$ cat config.mk
export PLATFORM = sky130hd
export DESIGN_NAME = per_byte_rsa_modexp
export DESIGN_NICKNAME = d
export VERILOG_FILES = /design/src/rtl/core/pbrsa_pkg.sv /design/src/rtl/core/pbrsa_modmul.sv /design/src/rtl/core/per_byte_rsa_modexp.sv
export SDC_FILE = /design/constraint.sdc
export NUM_CORES = 1
export LEC_CHECK = 0
export BUFFER_PORTS_ARGS = -buffer_cell sky130_fd_sc_hd__buf_2
export CAP_MARGIN = 10
export CORE_ASPECT_RATIO = 0.8
export CORE_UTILIZATION = 45
export DETAILED_ROUTE_END_ITERATION = 10
export PLACE_DENSITY = 0.61
export SETUP_SLACK_MARGIN = 0.3
export SKIP_LAST_GASP = 1
export SYNTH_ARGS = -nofsm -noshare
export SYNTH_HDL_FRONTEND = slang
export SYNTH_HIERARCHICAL = 1
export SYNTH_SLANG_ARGS = --single-unit
$ cat constraint.sdc
create_clock -name clk -period 8.5 [get_ports clk]
set_input_delay 0 -clock clk [delete_from_list [all_inputs] [get_ports clk]]
set_output_delay 0 -clock clk [all_outputs]
set_load 0.1 [all_outputs]
$ cat src/rtl/core/pbrsa_pkg.sv
`default_nettype none
package pbrsa_pkg;

	localparam int MOD_BITS = 16;
	localparam int EXP_BITS = 16;

	// operand width: holds a residue of 2**MOD_BITS and the nine-bit byte operand
	localparam int NW = (MOD_BITS + 1 > 9) ? MOD_BITS + 1 : 9;
	localparam int NCNT_W = $clog2(NW + 1);
	localparam int ECNT_W = $clog2(EXP_BITS + 1);
	localparam int CFG_W = (MOD_BITS > EXP_BITS) ? MOD_BITS : EXP_BITS;
	localparam int CFG_IDX_W = 1;

	localparam logic [CFG_IDX_W-1:0] REG_MODULUS = 1'b0;
	localparam logic [CFG_IDX_W-1:0] REG_EXPONENT = 1'b1;

	localparam logic CMD_ENCRYPT = 1'b0;
	localparam logic CMD_DECRYPT = 1'b1;

	localparam logic [7:0] TEXT_OFS = 8'd96;
	localparam logic [7:0] FOLD_A_LO = 8'd65;
	localparam logic [7:0] FOLD_A_HI = 8'd90;
	localparam logic [7:0] FOLD_B_LO = 8'd97;
	localparam logic [7:0] FOLD_B_HI = 8'd120;
	localparam logic [7:0] FOLD_C_LO = 8'd10;
	localparam logic [7:0] FOLD_C_HI = 8'd15;

	typedef enum logic [4:0] {
		ST_IDLE = 5'b00001,
		ST_RED  = 5'b00010,
		ST_EXP  = 5'b00100,
		ST_SQR  = 5'b01000,
		ST_MUL  = 5'b10000
	} state_t;

	typedef struct packed {
		logic          go;
		logic [NW-1:0] a;
		logic [NW-1:0] b;
	} mm_req_t;

	typedef struct packed {
		logic          done;
		logic [NW-1:0] res;
	} mm_rsp_t;

endpackage
`default_nettype wire

$ cat src/rtl/core/pbrsa_modmul.sv
`default_nettype none
module pbrsa_modmul (
	input  wire logic                         clk,
	input  wire logic                         arst_n,
	input  wire pbrsa_pkg::mm_req_t           req,
	input  wire logic [pbrsa_pkg::NW-1:0]     n,
	output pbrsa_pkg::mm_rsp_t                rsp
);

	logic [pbrsa_pkg::NW-1:0]     a_q;
	logic [pbrsa_pkg::NW-1:0]     b_q;
	logic [pbrsa_pkg::NW-1:0]     acc_q;
	logic [pbrsa_pkg::NCNT_W-1:0] cnt_q;
	logic                         run_q;
	logic                         done_q;

	logic [pbrsa_pkg::NW:0] dbl;
	logic [pbrsa_pkg::NW:0] red1;
	logic [pbrsa_pkg::NW:0] sum;
	logic [pbrsa_pkg::NW:0] red2;
	logic [pbrsa_pkg::NW:0] n_x;

	// one multiplier bit per cycle, most significant first
	always_comb begin
		n_x = {1'b0, n};
		dbl = {acc_q, 1'b0};
		red1 = (dbl >= n_x) ? dbl - n_x : dbl;
		sum = red1 + (a_q[pbrsa_pkg::NW-1] ? {1'b0, b_q} : '0);
		red2 = (sum >= n_x) ? sum - n_x : sum;
	end

	always_ff @(posedge clk or negedge arst_n) begin
		if (!arst_n) begin
			run_q <= 1'b0;
			done_q <= 1'b0;
			cnt_q <= '0;
		end else begin
			done_q <= 1'b0;
			if (req.go) begin
				run_q <= 1'b1;
				cnt_q <= pbrsa_pkg::NCNT_W'(pbrsa_pkg::NW);
			end else if (run_q) begin
				cnt_q <= cnt_q - 1'b1;
				if (cnt_q == pbrsa_pkg::NCNT_W'(1)) begin
					run_q <= 1'b0;
					done_q <= 1'b1;
				end
			end
		end
	end

	always_ff @(posedge clk) begin
		if (req.go) begin
			a_q <= req.a;
			b_q <= req.b;
			acc_q <= '0;
		end else if (run_q) begin
			a_q <= {a_q[pbrsa_pkg::NW-2:0], 1'b0};
			acc_q <= red2[pbrsa_pkg::NW-1:0];
		end
	end

	assign rsp.done = done_q;
	assign rsp.res = acc_q;

endmodule
`default_nettype wire

$ cat src/rtl/core/per_byte_rsa_modexp.sv
// channel   | ports                         | beat taken when
// ----------+-------------------------------+----------------------------------
// request   | start, busy, cmd, in_byte     | start high while busy low
// result    | done, out_byte                | done high (one cycle, no stall)
// config    | cfg_we, cfg_idx, cfg_wdata    | cfg_we high (write only)
//
// The work per request is set by the bit-serial modular multiplier, one
// multiplier bit per cycle, on NW = MOD_BITS+1 bits; it runs one squaring per
// exponent bit below the top set bit and one multiply per set bit, and is
// shared by base reduction, squaring and multiplying.
// Reset clears control and the registers (modulus 1, exponent 0).
// The receiver cannot stall: done lasts one cycle as busy falls.
`default_nettype none
module per_byte_rsa_modexp (
	input  wire logic                                clk,
	input  wire logic                                arst_n,
	input  wire logic                                start,
	output logic                                     busy,
	input  wire logic                                cmd,
	input  wire logic [7:0]                          in_byte,
	output logic                                     done,
	output logic [7:0]                               out_byte,
	input  wire logic                                cfg_we,
	input  wire logic [pbrsa_pkg::CFG_IDX_W-1:0]     cfg_idx,
	input  wire logic [pbrsa_pkg::CFG_W-1:0]         cfg_wdata
);

	pbrsa_pkg::state_t                 state_q;
	logic [pbrsa_pkg::MOD_BITS-1:0]    modulus_q;
	logic [pbrsa_pkg::EXP_BITS-1:0]    exponent_q;
	logic [pbrsa_pkg::EXP_BITS-1:0]    e_q;
	logic [pbrsa_pkg::ECNT_W-1:0]      ecnt_q;
	logic [pbrsa_pkg::NW-1:0]          base_q;
	logic [pbrsa_pkg::NW-1:0]          res_q;
	logic                              seen_q;
	logic                              neg_q;
	logic                              odd_q;
	logic                              done_q;
	logic [7:0]                        out_q;

	pbrsa_pkg::mm_req_t                mm_req;
	pbrsa_pkg::mm_rsp_t                mm_rsp;
	logic [pbrsa_pkg::NW-1:0]          n_eff;

	logic [9:0]                        p_enc;
	logic [9:0]                        mag_enc;
	logic [7:0]                        p_dec;
	logic                              fold;
	logic [8:0]                        mag;
	logic                              neg;
	logic                              ebit;
	logic [7:0]                        k8;

	assign ebit = e_q[pbrsa_pkg::EXP_BITS-1];
	// zero modulus: work modulo 2**MOD_BITS, whose low byte matches the wrapped power
	assign n_eff = (modulus_q == '0) ? (pbrsa_pkg::NW'(1) << pbrsa_pkg::MOD_BITS)
	                                 : pbrsa_pkg::NW'(modulus_q);

	always_comb begin
		p_enc = {{2{in_byte[7]}}, in_byte} - {2'b00, pbrsa_pkg::TEXT_OFS};
		mag_enc = p_enc[9] ? 10'(-p_enc) : p_enc;
		p_dec = in_byte - pbrsa_pkg::TEXT_OFS;
		fold = (p_dec >= pbrsa_pkg::FOLD_A_LO && p_dec <= pbrsa_pkg::FOLD_A_HI) ||
		       (p_dec >= pbrsa_pkg::FOLD_B_LO && p_dec <= pbrsa_pkg::FOLD_B_HI) ||
		       (p_dec >= pbrsa_pkg::FOLD_C_LO && p_dec <= pbrsa_pkg::FOLD_C_HI);
		if (cmd == pbrsa_pkg::CMD_DECRYPT) begin
			mag = {fold, p_dec};
			neg = 1'b0;
		end else begin
			mag = mag_enc[8:0];
			neg = p_enc[9];
		end
		k8 = (neg_q && odd_q) ? 8'(-res_q[7:0]) : res_q[7:0];
	end

	always_comb begin
		mm_req.go = 1'b0;
		mm_req.a = res_q;
		mm_req.b = res_q;
		unique case (state_q)
			pbrsa_pkg::ST_IDLE: begin
				mm_req.go = start;
				mm_req.a = pbrsa_pkg::NW'(mag);
				mm_req.b = pbrsa_pkg::NW'(1);
			end
			pbrsa_pkg::ST_EXP: begin
				if (ecnt_q != '0) begin
					if (seen_q) begin
						mm_req.go = 1'b1;
					end else if (ebit) begin
						mm_req.go = 1'b1;
						mm_req.b = base_q;
					end
				end
			end
			pbrsa_pkg::ST_SQR: begin
				mm_req.go = mm_rsp.done && ebit;
				mm_req.a = mm_rsp.res;
				mm_req.b = base_q;
			end
			pbrsa_pkg::ST_RED, pbrsa_pkg::ST_MUL: begin
				mm_req.go = 1'b0;
			end
			default: begin
				mm_req.go = 1'b0;
			end
		endcase
	end

	pbrsa_modmul u_modmul (
		.clk    (clk),
		.arst_n (arst_n),
		.req    (mm_req),
		.n      (n_eff),
		.rsp    (mm_rsp)
	);

	always_ff @(posedge clk or negedge arst_n) begin
		if (!arst_n) begin
			modulus_q <= pbrsa_pkg::MOD_BITS'(1);
			exponent_q <= '0;
		end else if (cfg_we) begin
			unique case (cfg_idx)
				pbrsa_pkg::REG_MODULUS:  modulus_q <= cfg_wdata[pbrsa_pkg::MOD_BITS-1:0];
				pbrsa_pkg::REG_EXPONENT: exponent_q <= cfg_wdata[pbrsa_pkg::EXP_BITS-1:0];
				default: ;
			endcase
		end
	end

	always_ff @(posedge clk or negedge arst_n) begin
		if (!arst_n) begin
			state_q <= pbrsa_pkg::ST_IDLE;
			done_q <= 1'b0;
			seen_q <= 1'b0;
			ecnt_q <= '0;
		end else begin
			done_q <= 1'b0;
			unique case (state_q)
				pbrsa_pkg::ST_IDLE: begin
					if (start) begin
						state_q <= pbrsa_pkg::ST_RED;
						seen_q <= 1'b0;
						ecnt_q <= pbrsa_pkg::ECNT_W'(pbrsa_pkg::EXP_BITS);
					end
				end
				pbrsa_pkg::ST_RED: begin
					if (mm_rsp.done) begin
						state_q <= pbrsa_pkg::ST_EXP;
					end
				end
				pbrsa_pkg::ST_EXP: begin
					if (ecnt_q == '0) begin
						state_q <= pbrsa_pkg::ST_IDLE;
						done_q <= 1'b1;
					end else if (seen_q) begin
						state_q <= pbrsa_pkg::ST_SQR;
					end else if (ebit) begin
						seen_q <= 1'b1;
						state_q <= pbrsa_pkg::ST_MUL;
					end else begin
						ecnt_q <= ecnt_q - 1'b1;
					end
				end
				pbrsa_pkg::ST_SQR: begin
					if (mm_rsp.done) begin
						if (ebit) begin
							state_q <= pbrsa_pkg::ST_MUL;
						end else begin
							state_q <= pbrsa_pkg::ST_EXP;
							ecnt_q <= ecnt_q - 1'b1;
						end
					end
				end
				pbrsa_pkg::ST_MUL: begin
					if (mm_rsp.done) begin
						state_q <= pbrsa_pkg::ST_EXP;
						ecnt_q <= ecnt_q - 1'b1;
					end
				end
				default: begin
					state_q <= pbrsa_pkg::ST_IDLE;
				end
			endcase
		end
	end

	always_ff @(posedge clk) begin
		unique case (state_q)
			pbrsa_pkg::ST_IDLE: begin
				if (start) begin
					e_q <= exponent_q;
					odd_q <= exponent_q[0];
					neg_q <= neg;
					res_q <= pbrsa_pkg::NW'(1);
				end
			end
			pbrsa_pkg::ST_RED: begin
				if (mm_rsp.done) begin
					base_q <= mm_rsp.res;
				end
			end
			pbrsa_pkg::ST_EXP: begin
				if (ecnt_q == '0) begin
					out_q <= k8 + pbrsa_pkg::TEXT_OFS;
				end else if (!seen_q && !ebit) begin
					e_q <= {e_q[pbrsa_pkg::EXP_BITS-2:0], 1'b0};
				end
			end
			pbrsa_pkg::ST_SQR: begin
				if (mm_rsp.done) begin
					res_q <= mm_rsp.res;
					if (!ebit) begin
						e_q <= {e_q[pbrsa_pkg::EXP_BITS-2:0], 1'b0};
					end
				end
			end
			pbrsa_pkg::ST_MUL: begin
				if (mm_rsp.done) begin
					res_q <= mm_rsp.res;
					e_q <= {e_q[pbrsa_pkg::EXP_BITS-2:0], 1'b0};
				end
			end
			default: ;
		endcase
	end

	assign busy = (state_q != pbrsa_pkg::ST_IDLE);
	assign done = done_q;
	assign out_byte = out_q;

endmodule
`default_nettype wire

## Word level (Yosys, flattened, before mapping)

Index checks and enable logic that the tools add are counted.

- Add/subtract/negate cells: 10
- Magnitude comparators: 8
- Equality and inequality tests: 17
- Muxes and demuxes: 56
- Bitwise operators: 1
- Reductions and logical operators: 30

Operators by type and width:

| operator | number |
|---|---|
| $mux 17 | 10 |
| $mux 16 | 6 |
| $mux 5 | 15 |
| $pmux 17 s2 | 2 |
| $pmux 16 s4 | 1 |
| $pmux 17 s3 | 1 |
| $pmux 5 s4 | 2 |
| $ge 18x17->1 | 2 |
| $add 18x17->18 | 1 |
| $mux 18 | 1 |
| $mux 9 | 2 |
| $sub 18x17->18 | 1 |
| $sub 17x17->17 | 1 |
| $ge 8x7->1 const B | 2 |
| $le 8x7->1 const B | 2 |
| $logic_not 16->1 | 1 |
| $mux 1 | 13 |
| $reduce_and 6->1 | 2 |
| $eq 5x1->1 const B | 2 |
| $ne 2x2->1 const B | 5 |
| $reduce_and 2->1 | 5 |
| $sub 5x1->5 const B | 2 |
| $neg 9->9 | 1 |
| $sub 8x8->9 const B | 1 |
| other kinds (27) | 41 |

- Register bits: 162
- Output and inout bits: 10
- Logic and storage cells: 141

## Longest topological paths before layout

Gate-level depths: netlist of the first run.

- Depth after elaboration: 8
- Mapped depth: 32

## By module

Netlist of the first run, hierarchy kept.

Modules (own cells, without submodules):

| module | times used | cells each | area an instance (um^2) |
|---|---|---|---|
| per_byte_rsa_modexp | 1 | 431 | 5,181.2 |
| pbrsa_modmul | 1 | 516 | 4,926.0 |

## Worst setup path after synthesis of the first run

OpenSTA, ideal clock, no wires.

- Kind: register -> register
- Start: reg modulus_q[0] (netlist bit)
- End: reg u_modmul/acc_q[13] (netlist bit)
- Library setup time: 0.122 ns
- Arrival time: 6.415 ns
- Slack: 1.963 ns
- Cell stages (with the launch flop): 32
- Cell sequence: dfstp_2 clkbuf_1 inv_1 fa_1 a211oi_1 o21bai_1 o2111ai_1 a21oi_1 nor2_1 clkbuf_1 nor2_1 ha_1 fa_1 a21o_1 a21oi_1 nor2b_1 o21ai_0 o21ai_0 a21oi_1 o21ai_0 xnor2_1 ha_1 a21oi_1 o21ai_1 a221o_1 a221oi_2 or2b_1 mux2i_1 buf_6 buf_12 mux2i_1 a211oi_1

- Longest elaborated chain between the ends: 7
- Elaborated cells between the ends (all ways): 9

RTL lines:

| element | line | RTL |
|---|---|---|
| start, declared | per_byte_rsa_modexp.sv:29 | `logic [pbrsa_pkg::MOD_BITS-1:0] modulus_q;` |
| start signal, assigned | per_byte_rsa_modexp.sv:120 | `modulus_q <= pbrsa_pkg::MOD_BITS'(1);` |
| start signal, assigned | per_byte_rsa_modexp.sv:124 | `pbrsa_pkg::REG_MODULUS: modulus_q <= cfg_wdata[pbrsa_pkg::MOD_BITS-1:0];` |
| $logic_not 16->1 | per_byte_rsa_modexp.sv:56 | `assign n_eff = (modulus_q == '0) ? (pbrsa_pkg::NW'(1) << pbrsa_pkg::MOD_BITS)` |
| $mux 17 * | per_byte_rsa_modexp.sv:56 |  |
| named net n_eff (one bit) | per_byte_rsa_modexp.sv:43 | `logic [pbrsa_pkg::NW-1:0] n_eff;` |
| $sub 18x17->18 or $ge 18x17->1 (tied branches) | pbrsa_modmul.sv:27 | `red1 = (dbl >= n_x) ? dbl - n_x : dbl;` |
| $mux 18 | pbrsa_modmul.sv:27 |  |
| $add 18x17->18 | pbrsa_modmul.sv:28 | `sum = red1 + (a_q[pbrsa_pkg::NW-1] ? {1'b0, b_q} : '0);` |
| $sub 17x17->17 or $ge 18x17->1 (tied branches) | pbrsa_modmul.sv:29 | `red2 = (sum >= n_x) ? sum - n_x : sum;` |
| $mux 17 * | pbrsa_modmul.sv:29 |  |
| end signal, assigned | pbrsa_modmul.sv:59 | `acc_q <= red2[pbrsa_pkg::NW-1:0];` |
| end, declared | pbrsa_modmul.sv:12 | `logic [pbrsa_pkg::NW-1:0] acc_q;` |

The timed path passes the listed nets; every way through them passes the cells marked *.
A chain may end at the register's enable or synchronous reset.

## Worst setup path after layout of the first run

- Start: reg modulus_q[8] (netlist bit)
- End: reg u_modmul/acc_q[5] (netlist bit)

- Longest elaborated chain between the ends: 7
- Elaborated cells between the ends (all ways): 9

RTL lines:

| element | line |
|---|---|
| $logic_not 16->1 * | per_byte_rsa_modexp.sv:56 |
| $mux 17 * | per_byte_rsa_modexp.sv:56 |
| named net n_eff (one bit) | per_byte_rsa_modexp.sv:43 |
| $sub 18x17->18 or $ge 18x17->1 (tied branches) | pbrsa_modmul.sv:27 |
| $mux 18 | pbrsa_modmul.sv:27 |
| $add 18x17->18 | pbrsa_modmul.sv:28 |
| $ge 18x17->1 or $sub 17x17->17 (tied branches) | pbrsa_modmul.sv:29 |
| $mux 17 * | pbrsa_modmul.sv:29 |

Marked as above.

==> impl_metrics.json, run 1 <==
{
  "synth_nets": 1042,
  "worst-r2r-setup-slack_ns": 0.98,
  "initial_utilization_pct": 46.4,
  "cts.clk_slew.worst_paths_ns": 0.07,
  "die_area_um2": 23100,
  "fin_crit_sh_pct": 88.5,
  "num_vias": 7254,
  "post_cts_resized": 0,
  "routed_wl_um": 23300,
  "cts_sinks": 162,
  "cts_buffer_depth": 2,
  "yosysMostFrequentCell": "edfxtp_1",
  "avgViaCountPerCell": 5.62,
  "outcome": "finished, final reports clean",
  "ys_types": 84,
  "ys.warnings.count": 6,
  "ys_top_cells_by_count": "94 x edfxtp_1, 62 x ha_1, 52 x nor2_1, 51 x a21oi_1, 50 x mux2_2",
  "rsz0062_at_grt": "no",
  "holdPathStages": 3,
  "track_usage_pct": 21.4,
  "dp_hpwl_um": 16900,
  "netlist_instances": 947,
  "maxCapViolCount": 0,
  "max_slew_margin_pct": 28.5,
  "max_freq_mhz": 133,
  "insertion_delay_ns": 0.43,
  "grt_start_max_net_pins": 61,
  "tns_ns": 0,
  "route.detailed.drc": 0,
  "synth.largest_area_cell": "edfxtp_1",
  "cp-start-kind": "flip-flop",
  "cts_root_buf": "clkbuf_16",
  "nets": 1072,
  "core_um2": 21800,
  "first_pass_iters": 5,
  "slowest_stage": "fa_1",
  "synth_seq_area_share_pct": 43.9,
  "avgSynthCellArea_um2": 10.7,
  "worst_ep_arrival_time_ns": 7.79,
  "layout-drive-gt1-share_pct": 16.9,
  "num_io_pins": 40,
  "grt_pass1_vias": 6838,
  "setup_violations": 0,
  "area_growth_pct": 11.5,
  "post-route-min-period_ns": 7.52,
  "antenna_found_initial": 0,
  "wl_per_cell_um": 18.0,
  "path_depth": 29,
  "critPathBufInv": 3,
  "grt_first_pass_wirelength_um": 37600,
  "max_stage_delay_ns": 0.43,
  "tritoncts": "done",
  "grt_remaining_overflow": 0,
  "synth_ff_type": "edfxtp_1",
  "synth_edf_count": 94,
  "worst_pin_slew_ns": 1.07,
  "synth_area_um2": 10100,
  "maxSlewViolCount": 0,
  "die_h_um": 136,
  "ys_async_sr_fraction_pct": 31.5,
  "critPathTopFamily": "compound AO/OA/AOI/OAI gates",
  "timing.critical_path.mode_cell": "o21ai_0",
  "ff2ff_path_depth": 29,
  "initialDrtViolationCount": 528,
  "critical_path.max_fanout": 32,
  "htree_levels": 4,
  "ant_nets": 0,
  "crit_type": "reg2reg",
  "finalClockSkew_ns": 0.0101,
  "cts_buffers": 17,
  "synth_area_leaders": "edfxtp_1 28%, dfrtp_1 12%, ha_1 7.7%, mux2_2 5.6%, a22o_1 3.4%",
  "synth.top_cell.area_share_pct": 27.9,
  "io_buffers": 39,
  "hp-class": "in2reg",
  "rows": 48,
  "critical_path_required_ns": 8.77,
  "die_w_um": 170,
  "antennaDiodeCount": 0,
  "place.gp.congestion": 0.863,
  "ys_seq_elements": 162,
  "finalHoldViolations": 0,
  "cp-end-kind": "flip-flop"
}
-- what timing repair did --
item / CTS / global route
endpoints found under the setup margin: 0 / 0
endpoints found under the hold margin: 82 / 0
hold buffers: 18 / 0
setup buffers: 0 / 0
-- state kept, by name, indices dropped and copies added (netlist names), 16 cells and up --
| signal | count |
|---|---|
| base_q | 17 |
| res_q | 17 |
| u_modmul/a_q | 17 |
| u_modmul/acc_q | 17 |
| u_modmul/b_q | 17 |
| e_q | 16 |
| exponent_q | 16 |
| modulus_q | 16 |
-- worst paths after layout --
| path | endpoint | startpoint |
|---|---|---|
| worst min-delay path | neg_q | cmd |
| max in group asynchronous | u_modmul/cnt_q[2] | arst_n |
| worst min register to register | exponent_q[3] | exponent_q[3] |
| min in group asynchronous | exponent_q[6] | arst_n |
| worst max register to register | u_modmul/acc_q[5] | modulus_q[8] |
| worst max-delay path | u_modmul/acc_q[5] | modulus_q[8] |
-- per-stage QoR --
stage | instance area, um2 | cells | util, % | worst slack (ns) | hold WS [ns]
3_5_place_dp | 10500 | 1240 | 48.1 | 1.04 | 0.169
6_report | 11300 | 1290 | 51.7 | 0.979 | 0.141
4_1_cts | 11300 | 1290 | 51.7 | 1.00 | 0.126
5_1_grt | 11300 | 1290 | 51.7 | 0.337 | 0.152
2_1_floorplan | 10100 | 947 | - | 1.96 | -0.296
3_3_place_gp | 10500 | 1240 | 48.1 | 1.23 | 0.170
-- final cells by class --
class	count	area (um2)
clock buffer	18	429
clock inverter	14	169
fill	2005	10500
inverter	42	158
multi-input combinational	686	5230
sequential	162	4440
tap	300	375
timing repair buffer	68	458
-- layer usage --
metal | track usage [%] | vias to the layer above | wire (um)
li1 | - | 3571 | -
met1 | 34.1 | 3481 | 12500
met2 | 29.8 | 189 | 9540
met3 | 3.26 | 13 | 1020
met4 | 5.16 | 0 | 197
met5 | 0 | - | 0
-- cell usage in the layout (no fill, tap or decap), types with 38 or more instances in the layout --
cell,count
edfxtp_1,94
a22o_1,39
a21oi_1,51
nor2_1,52
nand2_1,43
o21ai_0,43
buf_2,39
and2_1,38
inv_1,42
dfrtp_1,49
mux2_2,50
ha_1,62
-- logic make-up (layout without fill, tap and decap cells) --
group | after synthesis | after routing | synth area share, %
AO/OA/AOI/OAI | 253 | 253 | 17.7
XOR/XNOR | 62 | 62 | 5.45
adder cells (fa/ha/maj) | 65 | 65 | 8.27
buffers and inverters | 99 | 142 | 4.57
flip-flops | 162 | 162 | 43.9
multiplexers | 67 | 67 | 7.25
AND/OR/NAND/NOR | 239 | 239 | 12.8
-- tightest hold or removal path, cell delays in order --
cell and delay (ns):
buf_2 0.10, a21o_1 0.15, inv_1 0.13
Power of run 1 is not shown: default switching activity piles up to over one toggle a cycle in this logic, so the estimate is an artifact.
==> run 2, diff against run 1 <==
Settings changed: CORE_UTILIZATION 45 to 26, PLACE_DENSITY 0.61 to 0.42.
Clock period 8.5 ns to 6.9 ns, I/O delays scaled along.
==> run 2 against run 1 <==
Effect of this change: critical path depth grew 6; non-clock buffer count rose by 79; die area increased by 72%; worst hold slack got worse by 0.011 ns; global-route usage is 7.2 points lower; sequential cell count did not move; register-to-register slack worse by 0.65 ns; first-iteration DRC count shrank 26%.
==> impl_metrics.json, run 2 (synthesized netlist as in run 1, its figures left out) <==
{
  "io_buffers": 39,
  "worst-r2r-setup-slack_ns": 0.33,
  "die_h_um": 178,
  "critical_path.max_fanout": 6,
  "setup_violations": 0,
  "hp-class": "in2reg",
  "antennaDiodeCount": 0,
  "track_usage_pct": 14.2,
  "ant_nets": 0,
  "holdCritStartpoint": "in_byte[0]",
  "r2r_start": "modulus_q[1]",
  "tritoncts": "done",
  "crit_start": "modulus_q[1]",
  "worst_pin_slew_ns": 1.11,
  "num_vias": 7468,
  "max_slew_margin_pct": 25.3,
  "grt_remaining_overflow": 0,
  "critical_path_required_ns": 7.19,
  "htree_levels": 4,
  "antenna_found_initial": 0,
  "timing.hold.ws_ns": 0.130,
  "finalClockSkew_ns": 0.00944,
  "maxCapViolCount": 0,
  "dp_hpwl_um": 19500,
  "cts_buffers": 17,
  "layout-drive-gt1-share_pct": 26.9,
  "cts_buffer_depth": 2,
  "wl_per_cell_um": 17.2,
  "route.detailed.drc": 0,
  "cp-end-kind": "flip-flop",
  "insertion_delay_ns": 0.44,
  "cts.clk_slew.worst_paths_ns": 0.06,
  "initialDrtViolationCount": 393,
  "cts_root_buf": "clkbuf_16",
  "rsz0062_at_grt": "yes",
  "fill_cells": 3965,
  "avgViaCountPerCell": 4.77,
  "nets": 1151,
  "max_stage_delay_ns": 0.39,
  "core_um2": 38300,
  "slowest_stage": "dfrtp_1",
  "first_pass_iters": 4,
  "die_w_um": 222,
  "cp-start-kind": "flip-flop",
  "fin_crit_sh_pct": 95.2,
  "maxSlewViolCount": 0,
  "area_growth_pct": 22.9,
  "outcome": "finished, final reports clean",
  "cts_sinks": 162,
  "grt_first_pass_wirelength_um": 43100,
  "layout_commonest_cell": "edfxtp_1",
  "post-route-util_pct": 32.4,
  "grt_start_max_net_pins": 61,
  "finalHoldViolations": 0,
  "worst_ep_arrival_time_ns": 6.86,
  "max_freq_mhz": 152,
  "routed_wl_um": 26900,
  "place.gp.congestion": 0.837,
  "rows": 64,
  "grt_pass1_vias": 7475,
  "timing.critical_path.mode_cell": "a21oi_2",
  "die_area_um2": 39700,
  "post-route-min-period_ns": 6.57,
  "num_io_pins": 40,
  "crit_type": "reg2reg",
  "layout_common_cells": "94 x edfxtp_1, 78 x buf_4, 51 x nor2_1, 51 x ha_1",
  "initial_utilization_pct": 26.4
}
## run 2: cell count changes in the layout (fill, tap and decap cells not counted), moves of 5 or more
cell | before | now
a21oi_1 | 51 | 42
o21ai_0 | 43 | 37
a21oi_2 | 2 | 11
ha_1 | 62 | 51
xnor2_1 | 36 | 31
buf_4 | 11 | 78
ha_4 | 0 | 8
buf_6 | 0 | 9
## run 2: cell type report
class | instances | area (um2) | share of cell area [%]
Tap cell | 495 | 619 | 4.99
Inverter | 42 | 158 | 1.27
Timing Repair Buffer | 147 | 1120 | 9.04
Multi-Input combinational cell | 686 | 5570 | 44.9
Sequential cell | 162 | 4440 | 35.8
Clock buffer | 22 | 444 | 3.58
Clock inverter | 10 | 62.6 | 0.504
## run 2: final timing paths
path	end	depth (start not counted)
worst max-delay path	u_modmul/acc_q[1]	35
worst min-delay path	u_modmul/a_q[0]	4
worst max register to register	u_modmul/acc_q[1]	35
worst min register to register	exponent_q[4]	1
max in group asynchronous	state_q[3]	3
min in group asynchronous	exponent_q[11]	3
## run 2: stage by stage
stage | setup TNS [ns] | cells | cell area (um2) | setup slack [ns]
floorplan | 0 | 947 | 10100 | 0.363
global placement | 0 | 1490 | 11200 | 0.0229
detailed placement | -0.757 | 1490 | 11200 | -0.0859
CTS | 0 | 1560 | 12200 | 0.307
global route | 0 | 1564 | 12400 | 0.000374
finish | 0 | 1564 | 12400 | 0.331
## run 2: worst max-delay path: cells and delay by family, from the launching register on
family | cells | cell delay, ns
AO/OA/AOI/OAI | 12 | 1.96
AND/OR/NAND/NOR | 7 | 1.42
buffers and inverters | 9 | 1.13
multiplexers | 3 | 0.73
adder cells (fa/ha/maj) | 3 | 0.69
flip-flops | 1 | 0.39
XOR/XNOR | 1 | 0.08
## run 2: repair_timing
action | in CTS | in global routing
resized for setup | 40 | 37
hold buffers | 18 | 0
hold endpoints to repair | 82 | 0
pin swaps | 31 | 45
setup endpoints to repair | 17 | 17
setup buffers | 20 | 4
cloned | 0 | 0
## run 2: metal layers
metal	global-route usage, %	up-vias	part of all wire, %
met5	0	-	0
met4	3.88	0	1.0
met3	2.34	16	3.1
met2	20.1	106	40
met1	21.8	3630	56
li1	-	3716	-
Power of run 2 is left out for the same reason.
